**src/hdl/hamming_sec_encode_decode_macros.svh**
```systemverilog
// Assertion macros shared by the coder RTL.
// Define ASSERT_OFF to compile all checks out.
`ifndef HAMMING_SEC_ENCODE_DECODE_MACROS_SVH
`define HAMMING_SEC_ENCODE_DECODE_MACROS_SVH
`ifndef ASSERT_OFF
// checked only while reset is low
`define HSC_ASSERT(label, prop, msg) \
   label: assert property (@(posedge clock) disable iff (reset) prop) else $error(msg);
// checked on every edge, reset included
`define HSC_ASSERT_ALWAYS(label, prop, msg) \
   label: assert property (@(posedge clock) prop) else $error(msg);
`else
`define HSC_ASSERT(label, prop, msg)
`define HSC_ASSERT_ALWAYS(label, prop, msg)
`endif
`endif

```
**src/hdl/hsc_pkg.sv**
```systemverilog
`default_nettype none
package hsc_pkg;

   // fixed field widths
   localparam int WORD_W     = 64;
   localparam int DLEN_W     = 6;
   localparam int CLEN_W     = 7;
   localparam int PCNT_W     = 3;
   localparam int SYN_W      = 7;
   localparam int CSR_IDX_W  = 8;
   localparam int CSR_DATA_W = 8;
   localparam int RSP_DATA_W = 80;

   // register indexes
   localparam logic [CSR_IDX_W-1:0] REG_DATA_BITS = 8'd0;
   localparam logic [CSR_IDX_W-1:0] REG_CODE_BITS = 8'd1;

   // reset values
   localparam logic [DLEN_W-1:0] DATA_BITS_RST = 6'd4;
   localparam logic [CLEN_W-1:0] CODE_BITS_RST = 7'd7;

   // effective lengths handed to the datapath
   typedef struct packed {
      logic [DLEN_W-1:0] data_len;
      logic [PCNT_W-1:0] enc_pcount;
      logic [CLEN_W-1:0] code_len;
      logic [PCNT_W-1:0] dec_pcount;
   } cfg_type;

   // one result item, word_out in the low bits
   typedef struct packed {
      logic              out_of_range;
      logic              corrected;
      logic [SYN_W-1:0]  syndrome;
      logic [PCNT_W-1:0] parity_count;
      logic [WORD_W-1:0] word_out;
   } rsp_type;

   // least c with k + c + 1 <= 2^c
   function automatic logic [PCNT_W-1:0] enc_parity(input logic [DLEN_W-1:0] k);
      int c;
      c = 7;
      for (int s = 7; s >= 0; s--) begin
         if (int'(k) + s + 1 <= (1 << s)) c = s;
      end
      return PCNT_W'(c);
   endfunction

   // number of significant bits of a code length
   function automatic logic [PCNT_W-1:0] bit_length(input logic [CLEN_W-1:0] n);
      int c;
      c = 0;
      for (int s = 0; s < CLEN_W; s++) begin
         if (n[s]) c = s + 1;
      end
      return PCNT_W'(c);
   endfunction

   // longest data word whose codeword fits in max_code positions
   function automatic logic [DLEN_W-1:0] max_data_len(input int max_code);
      int r;
      r = 0;
      for (int k = 0; k < (1 << DLEN_W); k++) begin
         if (k + int'(enc_parity(DLEN_W'(k))) <= max_code) r = k;
      end
      return DLEN_W'(r);
   endfunction

   // floor(log2 i) for positions 1..64
   function automatic int msb_pos(input int i);
      int r;
      r = 0;
      for (int s = 0; s < 8; s++) begin
         if ((i >> s) != 0) r = s;
      end
      return r;
   endfunction

   // data bit index that lands at a non-power-of-two position
   function automatic int data_idx(input int i);
      return i - msb_pos(i) - 2;
   endfunction

   function automatic bit is_pow2(input int i);
      return (i & (i - 1)) == 0;
   endfunction

   // positions i (bit i-1) whose index has bit j set
   function automatic logic [WORD_W-1:0] pos_mask(input int j);
      logic [WORD_W-1:0] m;
      for (int i = 1; i <= WORD_W; i++) begin
         m[i-1] = ((i >> j) & 1) != 0;
      end
      return m;
   endfunction

endpackage
`default_nettype wire

```
**src/hdl/hsc_config.sv**
```systemverilog
`default_nettype none
module hsc_config #(
   parameter int MAX_CODE_BITS = 64
) (
   input  wire logic                               clock,
   input  wire logic                               reset,
   input  wire logic                               csr_valid,
   output logic                                    csr_ready,
   input  wire logic [hsc_pkg::CSR_IDX_W-1:0]      csr_index,
   input  wire logic [hsc_pkg::CSR_DATA_W-1:0]     csr_wdata,
   output hsc_pkg::cfg_type                        cfg
);

   localparam logic [hsc_pkg::DLEN_W-1:0] MAX_DLEN = hsc_pkg::max_data_len(MAX_CODE_BITS);
   localparam logic [hsc_pkg::CLEN_W-1:0] MAX_CLEN = hsc_pkg::CLEN_W'(MAX_CODE_BITS);

   logic [hsc_pkg::DLEN_W-1:0] data_bits_ff;
   logic [hsc_pkg::CLEN_W-1:0] code_bits_ff;
   logic [hsc_pkg::DLEN_W-1:0] data_len;
   logic [hsc_pkg::CLEN_W-1:0] code_len;

   assign csr_ready = 1'b1;

   // register writes; unknown indexes are dropped
   always_ff @(posedge clock) begin
      if (reset) begin
         data_bits_ff <= hsc_pkg::DATA_BITS_RST;
         code_bits_ff <= hsc_pkg::CODE_BITS_RST;
      end else if (csr_valid) begin
         case (csr_index)
            hsc_pkg::REG_DATA_BITS: data_bits_ff <= csr_wdata[hsc_pkg::DLEN_W-1:0];
            hsc_pkg::REG_CODE_BITS: code_bits_ff <= csr_wdata[hsc_pkg::CLEN_W-1:0];
            default: ;
         endcase
      end
   end

   // clamp lengths to what the codeword can hold
   always_comb begin
      data_len = (data_bits_ff > MAX_DLEN) ? MAX_DLEN : data_bits_ff;
      code_len = (code_bits_ff > MAX_CLEN) ? MAX_CLEN : code_bits_ff;
      cfg.data_len   = data_len;
      cfg.enc_pcount = hsc_pkg::enc_parity(data_len);
      cfg.code_len   = code_len;
      cfg.dec_pcount = hsc_pkg::bit_length(code_len);
   end

endmodule
`default_nettype wire

```
**src/hdl/hsc_encoder.sv**
```systemverilog
`default_nettype none
module hsc_encoder #(
   parameter int MAX_CODE_BITS = 64
) (
   input  wire logic [hsc_pkg::WORD_W-1:0]  word_in,
   input  wire logic [hsc_pkg::DLEN_W-1:0]  data_len,
   output logic      [hsc_pkg::WORD_W-1:0]  code_word
);

   localparam int W = hsc_pkg::WORD_W;

   logic [W-1:0]               data_masked;
   logic [W-1:0]               placed;
   logic [hsc_pkg::SYN_W-1:0]  parity;

   // drop data bits above the configured length
   always_comb begin
      for (int b = 0; b < W; b++) begin
         data_masked[b] = word_in[b] & (b < int'(data_len));
      end
   end

   // data bits go to the non-power-of-two positions
   for (genvar i = 1; i <= W; i++) begin : g_place
      if (i > MAX_CODE_BITS || hsc_pkg::is_pow2(i)) begin : g_zero
         assign placed[i-1] = 1'b0;
      end else begin : g_data
         assign placed[i-1] = data_masked[hsc_pkg::data_idx(i)];
      end
   end

   // parity j covers positions with index bit j set
   for (genvar j = 0; j < hsc_pkg::SYN_W; j++) begin : g_par
      assign parity[j] = ^(placed & hsc_pkg::pos_mask(j));
   end

   // merge parity bits into their power-of-two slots
   for (genvar i = 1; i <= W; i++) begin : g_out
      if (i <= MAX_CODE_BITS && hsc_pkg::is_pow2(i)) begin : g_p
         assign code_word[i-1] = parity[hsc_pkg::msb_pos(i)];
      end else begin : g_d
         assign code_word[i-1] = placed[i-1];
      end
   end

endmodule
`default_nettype wire

```
**src/hdl/hsc_decoder.sv**
```systemverilog
`default_nettype none
module hsc_decoder (
   input  wire logic [hsc_pkg::WORD_W-1:0]  word_in,
   input  wire logic [hsc_pkg::CLEN_W-1:0]  code_len,
   output logic      [hsc_pkg::WORD_W-1:0]  word_out,
   output logic      [hsc_pkg::SYN_W-1:0]   syndrome,
   output logic                             corrected,
   output logic                             out_of_range
);

   localparam int W = hsc_pkg::WORD_W;

   logic [W-1:0] masked;
   logic [W-1:0] flip;
   logic         in_range;
   logic         nonzero;

   // keep only positions inside the codeword
   always_comb begin
      for (int b = 0; b < W; b++) begin
         masked[b] = word_in[b] & (b < int'(code_len));
      end
   end

   // syndrome bit j: parity over positions with index bit j set
   for (genvar j = 0; j < hsc_pkg::SYN_W; j++) begin : g_syn
      assign syndrome[j] = ^(masked & hsc_pkg::pos_mask(j));
   end

   assign nonzero      = syndrome != '0;
   assign in_range     = syndrome <= code_len;
   assign corrected    = nonzero & in_range;
   assign out_of_range = nonzero & ~in_range;

   // one-hot flip at the syndrome position
   always_comb begin
      for (int b = 0; b < W; b++) begin
         flip[b] = corrected && (syndrome == hsc_pkg::SYN_W'(b + 1));
      end
   end

   assign word_out = masked ^ flip;

endmodule
`default_nettype wire

```
**src/hdl/hamming_sec_encode_decode.sv**
```systemverilog
// Single-error-correcting Hamming coder, even parity, configurable length.
// req_ channel: one item per handshake; tuser selects encode (0) or
//   check-and-correct (1), tdata carries the data word or codeword.
// rsp_ channel: one result item per request item, in order.
// csr_ channel: writes data_bits (index 0) and code_bits (index 1); always
//   ready; the user must see that it is written only while no item is in flight (not enforced).
// Datapath: an accepted item is captured in the input register, coded by
//   XOR trees and a fixed bit-placement network, and lands in the result
//   register, which drives rsp_tvalid.
// Throughput: one item per cycle while rsp_tready stays high, set by the two-register pipeline.
// Reset clears both pipeline valids and loads data_bits 4, code_bits 7;
//   no clearing pass is needed.
// When the receiver stalls, the result register holds and the input
//   register still takes one more item; req_tready then drops until
//   rsp_tready returns.
`default_nettype none
`include "hamming_sec_encode_decode_macros.svh"
module hamming_sec_encode_decode #(
   parameter int MAX_CODE_BITS = 64
) (
   input  wire logic                               clock,
   input  wire logic                               reset,
   // fields: word_in[63:0]
   input  wire logic [hsc_pkg::WORD_W-1:0]         req_tdata,
   // fields: mode[0]
   input  wire logic                               req_tuser,
   input  wire logic                               req_tvalid,
   output logic                                    req_tready,
   // fields: word_out[63:0], parity_count[66:64], syndrome[73:67],
   //         corrected[74], out_of_range[75], zero fill[79:76]
   output logic [hsc_pkg::RSP_DATA_W-1:0]          rsp_tdata,
   output logic                                    rsp_tvalid,
   input  wire logic                               rsp_tready,
   input  wire logic                               csr_valid,
   output logic                                    csr_ready,
   input  wire logic [hsc_pkg::CSR_IDX_W-1:0]      csr_index,
   input  wire logic [hsc_pkg::CSR_DATA_W-1:0]     csr_wdata
);

   localparam int FILL_W = hsc_pkg::RSP_DATA_W - $bits(hsc_pkg::rsp_type);

   hsc_pkg::cfg_type cfg;

   logic                          s1_valid_ff;
   logic                          s1_valid_in;
   logic                          s1_mode_ff;
   logic [hsc_pkg::WORD_W-1:0]    s1_word_ff;
   logic                          rsp_valid_ff;
   logic                          rsp_valid_in;
   hsc_pkg::rsp_type              rsp_ff;
   hsc_pkg::rsp_type              rsp_in;
   logic                          req_fire;
   logic                          rsp_load;

   logic [hsc_pkg::WORD_W-1:0]    enc_word;
   logic [hsc_pkg::WORD_W-1:0]    dec_word;
   logic [hsc_pkg::SYN_W-1:0]     dec_syn;
   logic                          dec_corr;
   logic                          dec_oor;

   logic                          rsp_both_flags;
   logic                          rsp_corr_zero;
   logic                          enc_load;
   logic                          rsp_status_idle;

   hsc_config #(
      .MAX_CODE_BITS (MAX_CODE_BITS)
   ) u_config (
      .clock     (clock),
      .reset     (reset),
      .csr_valid (csr_valid),
      .csr_ready (csr_ready),
      .csr_index (csr_index),
      .csr_wdata (csr_wdata),
      .cfg       (cfg)
   );

   hsc_encoder #(
      .MAX_CODE_BITS (MAX_CODE_BITS)
   ) u_encoder (
      .word_in   (s1_word_ff),
      .data_len  (cfg.data_len),
      .code_word (enc_word)
   );

   hsc_decoder u_decoder (
      .word_in      (s1_word_ff),
      .code_len     (cfg.code_len),
      .word_out     (dec_word),
      .syndrome     (dec_syn),
      .corrected    (dec_corr),
      .out_of_range (dec_oor)
   );

   // pipeline flow control
   assign rsp_load   = ~rsp_valid_ff | rsp_tready;
   assign req_tready = ~s1_valid_ff | rsp_load;
   assign req_fire   = req_tvalid & req_tready;

   always_comb begin
      s1_valid_in = s1_valid_ff;
      if (req_fire) begin
         s1_valid_in = 1'b1;
      end else if (rsp_load) begin
         s1_valid_in = 1'b0;
      end
      rsp_valid_in = rsp_load ? s1_valid_ff : rsp_valid_ff;
   end

   // result select
   always_comb begin
      if (s1_mode_ff) begin
         rsp_in.word_out     = dec_word;
         rsp_in.parity_count = cfg.dec_pcount;
         rsp_in.syndrome     = dec_syn;
         rsp_in.corrected    = dec_corr;
         rsp_in.out_of_range = dec_oor;
      end else begin
         rsp_in.word_out     = enc_word;
         rsp_in.parity_count = cfg.enc_pcount;
         rsp_in.syndrome     = '0;
         rsp_in.corrected    = 1'b0;
         rsp_in.out_of_range = 1'b0;
      end
   end

   // valid bits
   always_ff @(posedge clock) begin
      if (reset) begin
         s1_valid_ff  <= 1'b0;
         rsp_valid_ff <= 1'b0;
      end else begin
         s1_valid_ff  <= s1_valid_in;
         rsp_valid_ff <= rsp_valid_in;
      end
   end

   // payload registers
   always_ff @(posedge clock) begin
      if (req_fire) begin
         s1_mode_ff <= req_tuser;
         s1_word_ff <= req_tdata;
      end
      if (rsp_load) begin
         rsp_ff <= rsp_in;
      end
   end

   assign rsp_tvalid = rsp_valid_ff;
   assign rsp_tdata  = {{FILL_W{1'b0}}, rsp_ff};

   // terms used by the checks
   assign rsp_both_flags  = rsp_ff.corrected & rsp_ff.out_of_range;
   assign rsp_corr_zero   = rsp_ff.corrected & (rsp_ff.syndrome == '0);
   assign enc_load        = rsp_load & s1_valid_ff & ~s1_mode_ff;
   assign rsp_status_idle = (rsp_ff.syndrome == '0) & ~rsp_ff.corrected
                            & ~rsp_ff.out_of_range;

   // checks
   `HSC_ASSERT_ALWAYS(a_reset_empty, reset |=> (!rsp_valid_ff && !s1_valid_ff), "valid after reset")
   `HSC_ASSERT(a_flags_excl, rsp_valid_ff |-> !rsp_both_flags, "both flags set")
   `HSC_ASSERT(a_corr_syn, rsp_valid_ff |-> !rsp_corr_zero, "corrected with zero syndrome")
   `HSC_ASSERT(a_enc_clean, enc_load |=> rsp_status_idle, "encode result carries decode status")
   `HSC_ASSERT(a_ready_free, !rsp_valid_ff |-> req_tready, "input blocked with empty output")

endmodule
`default_nettype wire
```
**config.mk**
```make
export PLATFORM = sky130hd
export DESIGN_NAME = hamming_sec_encode_decode
export DESIGN_NICKNAME = d
export VERILOG_FILES = /design/src/hdl/hsc_pkg.sv /design/src/hdl/hsc_config.sv /design/src/hdl/hsc_encoder.sv /design/src/hdl/hsc_decoder.sv /design/src/hdl/hamming_sec_encode_decode.sv
export VERILOG_INCLUDE_DIRS = /design/src /design/src/hdl
export SDC_FILE = /design/constraint.sdc
export NUM_CORES = 1
export LEC_CHECK = 0
export ABC_CLOCK_PERIOD_IN_PS = 5800
export BUFFER_PORTS_ARGS = -buffer_cell sky130_fd_sc_hd__buf_4
export CAP_MARGIN = 20
export CORE_MARGIN = 5
export CORE_UTILIZATION = 46
export CTS_CLUSTER_SIZE = 40
export DETAILED_ROUTE_END_ITERATION = 8
export PLACE_DENSITY = 0.72
export SLEW_MARGIN = 5
export SYNTH_ARGS = -nofsm -noshare
export SYNTH_HDL_FRONTEND = slang
export SYNTH_SLANG_ARGS = --single-unit
```
**constraint.sdc**
```tcl
create_clock -name clock -period 5.8 [get_ports clock]
set_input_delay 0.87 -clock clock [delete_from_list [all_inputs] [get_ports clock]]
set_output_delay 0.87 -clock clock [all_outputs]
set_load 0.1 [all_outputs]
```
==> flow_metrics.py <==
metrics = {
    "timing": {
        "fin_tns_setup_ns": 0,
        "relSlewSlack_pct": 27.6,
        "min_period_ns": 5.62,
        "post-route-period-util_pct": 96.8,
        "setup_viol": 0,
        "tightest_slew_ns": 1.07,
        "drv_slew": 0,
        "fin_skew_ns": 0.0154,
        "final_hold_viol_count": 0,
        "fmaxAchievable_ghz": 0.178,
    },
    "critical_path": {
        "required_ns": 6.06,
        "max_stage_delay_ns": 0.75,
        "worst_path_most_repeated_cell": "buf_4",
        "cpMaxStageDelayCell": "or4b_2",
        "criticalPathCategory": "reg2reg",
        "startpoint_type": "register",
        "cp-end-kind": "register",
        "path_max_fanout": 8,
        "crit_arrival_ns": 5.88,
    },
    "clock_tree": {
        "clock-sinks": 156,
        "cts_max_level": 4,
        "cts.path.max_buffers": 2,
        "cts_tree": "yes",
        "cts_root_buf": "clkbuf_16",
        "clkTransAtPathRegs_ns": 0.08,
        "clk_latency_ns": 0.45,
        "cts_made_buffers": 17,
    },
    "placement": {
        "placed_area_mm2": 0.0150,
        "io_buffer_count": 162,
        "place_inst": 1934,
        "dpl.hpwl_um": 41700,
        "gp_congestion": 1.02,
    },
    "final_layout": {
        "postLayoutCellArea_mm2": 0.0156,
        "fin_nets": 1723,
        "final_cells": 1972,
        "diodes": 0,
        "final_common_cell": "buf_4",
        "drive_gt1_share_pct": 25.8,
        "layout_common_cells": "buf_4, xnor2_1, nand2_1, edfxtp_1, nor2_1",
        "areaGrowthSynthToFinish_pct": 25.5,
    },
    "synth": {
        "synth-async-reset-ratio_pct": 0,
        "ys_warn_count": 0,
        "seq_area_frac_synth_pct": 36.4,
        "synth_edf_count": 141,
        "ys.flop_type": "edfxtp_1",
        "avgSynthCellArea_um2": 9.18,
        "synth_area_mm2": 0.0125,
        "ys_types": 96,
        "ys_ff_latch": 156,
        "synth_cells": 1357,
    },
    "detailed_routing": {
        "drtIter0Drc": 1857,
        "routed_wirelength_um": 52200,
        "wire_per_inst_um": 26.5,
        "drtPass1Iterations": 6,
        "drc_errors": 0,
        "via_per_inst": 6.07,
        "ant_nets": 0,
        "vias": 12000,
    },
    "floorplanning": {
        "die_h_um": 175,
        "core_area_mm2": 0.0268,
        "num_io_pins": 169,
        "placement_rows": 60,
        "start_util_pct": 46.5,
        "die_w_um": 175,
        "die-area_mm2": 0.0305,
    },
    "grt": {
        "grt.overflow.total": 0,
        "antenna_found_initial": 0,
        "grt_max_degree": 66,
        "grtUsageTotal_pct": 33.4,
        "grt_pass1_wl_um": 75300,
        "first_global_vias": 11200,
    },
    "status": {
        "status": "complete, no violations",
    },
    "power_and_ir_drop": {
        "ir_drop_v": 0.000137,
        "finalPower_mw": 3.33,
        "power_leakage_nw": 6.26,
        "power.density_mw_per_mm2": 213,
    },
    "hold_path": {
        "hold_class": "reg2reg",
    },
    "flow_run": {
        "drv_cap": 0,
    },
}
-- report_power, final --
part	switching (mW)	internal, mW
combinational	0.563	0.259
sequential	0.0600	1.29
clock	0.563	0.594
-- cells in the mapped netlist (11+ instances only) --
master	n	area, um^2
o211ai_1	27	203
o21a_1	12	90.1
or2_2	11	68.8
a21oi_1	72	360
buf_2	20	100
nand3_1	41	205
nor2b_1	14	87.6
and2_1	17	106
xnor2_1	156	1370
nor2_1	104	390
a21o_1	11	82.6
nor3_1	21	105
ha_1	19	238
nand2_1	148	556
o21ai_0	97	485
xor2_1	60	526
edfxtp_1	141	4230
dfxtp_1	15	300
and3_1	16	100
mux2i_1	46	460
o22ai_1	18	113
inv_1	22	82.6
nand2b_1	21	131
clkbuf_1	54	203
-- layer usage --
layer / track usage, % / routed length [um] / vias to the layer above
li1: - / - / 5416
met1: 48.4 / 22400 / 5684
met2: 49.2 / 22000 / 760
met3: 7.51 / 5780 / 108
met4: 11.7 / 2060 / 0
met5: 0 / 0 / -
-- cell families after synthesis --
kind of cell / synth area share (%)
AO/OA/AOI/OAI: 17.1
XOR/XNOR: 17.3
adder cells (fa/ha/maj): 1.99
buffers and inverters: 3.90
flip-flops: 36.4
multiplexers: 4.24
other: 0.0603
AND/OR/NAND/NOR: 19.0
-- sequential cells by signal (all words and copies together), names as in the netlist --
name and count:
rsp_tvalid 1, u_config.data_bits_ff 6, u_config.code_bits_ff 7, s1_mode_ff 1
rsp_tdata 76, s1_word_ff 64, s1_valid_ff 1
-- through the flow --
| stage | utilization [%] | setup slack (ns) | hold slack [ns] |
|---|---|---|---|
| after floorplan | - | 0.0466 | 0.463 |
| after global placement | 55.8 | 0.120 | 0.480 |
| after detailed placement | 55.8 | 0.136 | 0.495 |
| after CTS | 58.0 | 0.104 | 0.509 |
| after global routing | 58.3 | -0.0231 | 0.535 |
| final | 58.3 | 0.183 | 0.510 |
-- timing repair --
action,in CTS,in global routing
hold buffers,0,0
setup buffers,0,4
gates resized for setup,0,14
setup endpoints to repair,0,54
-- area by class of cell --
type / instances / area [um^2]
fillers: 2367 / 11200
multi-input cells: 1092 / 7500
flip-flops and latches: 156 / 4540
repair buffers: 326 / 2500
clock buffers: 19 / 454
well taps: 341 / 427
clock inverters: 13 / 118
inverters: 25 / 96.3
-- critical path, delay by kind of cell, from the launching register on --
family,cells,cell delay [ns]
multiplexers,1,0.24
adder cells (fa/ha/maj),1,0.14
flip-flops,1,0.37
AO/OA/AOI/OAI,6,0.86
XOR/XNOR,5,1.19
AND/OR/NAND/NOR,8,1.41
buffers and inverters,8,1.21
-- worst paths after layout --
| path | from | to | slack, ns | cells past startpoint |
|---|---|---|---|---|
| hold / removal | s1_valid_ff$_SDFFE_PP0P_ | rsp_tvalid$_SDFFE_PP0P_ | 0.51 | 2 |
| setup reg to reg | u_config.code_bits_ff[3]$_SDFFE_PP0P_ | rsp_tdata[6]$_DFFE_PP_ | 0.18 | 29 |
| setup / recovery | u_config.code_bits_ff[3]$_SDFFE_PP0P_ | rsp_tdata[6]$_DFFE_PP_ | 0.18 | 29 |
| hold reg to reg | s1_valid_ff$_SDFFE_PP0P_ | rsp_tvalid$_SDFFE_PP0P_ | 0.51 | 2 |
No activity file was read; power rests on OpenSTA's default activity.
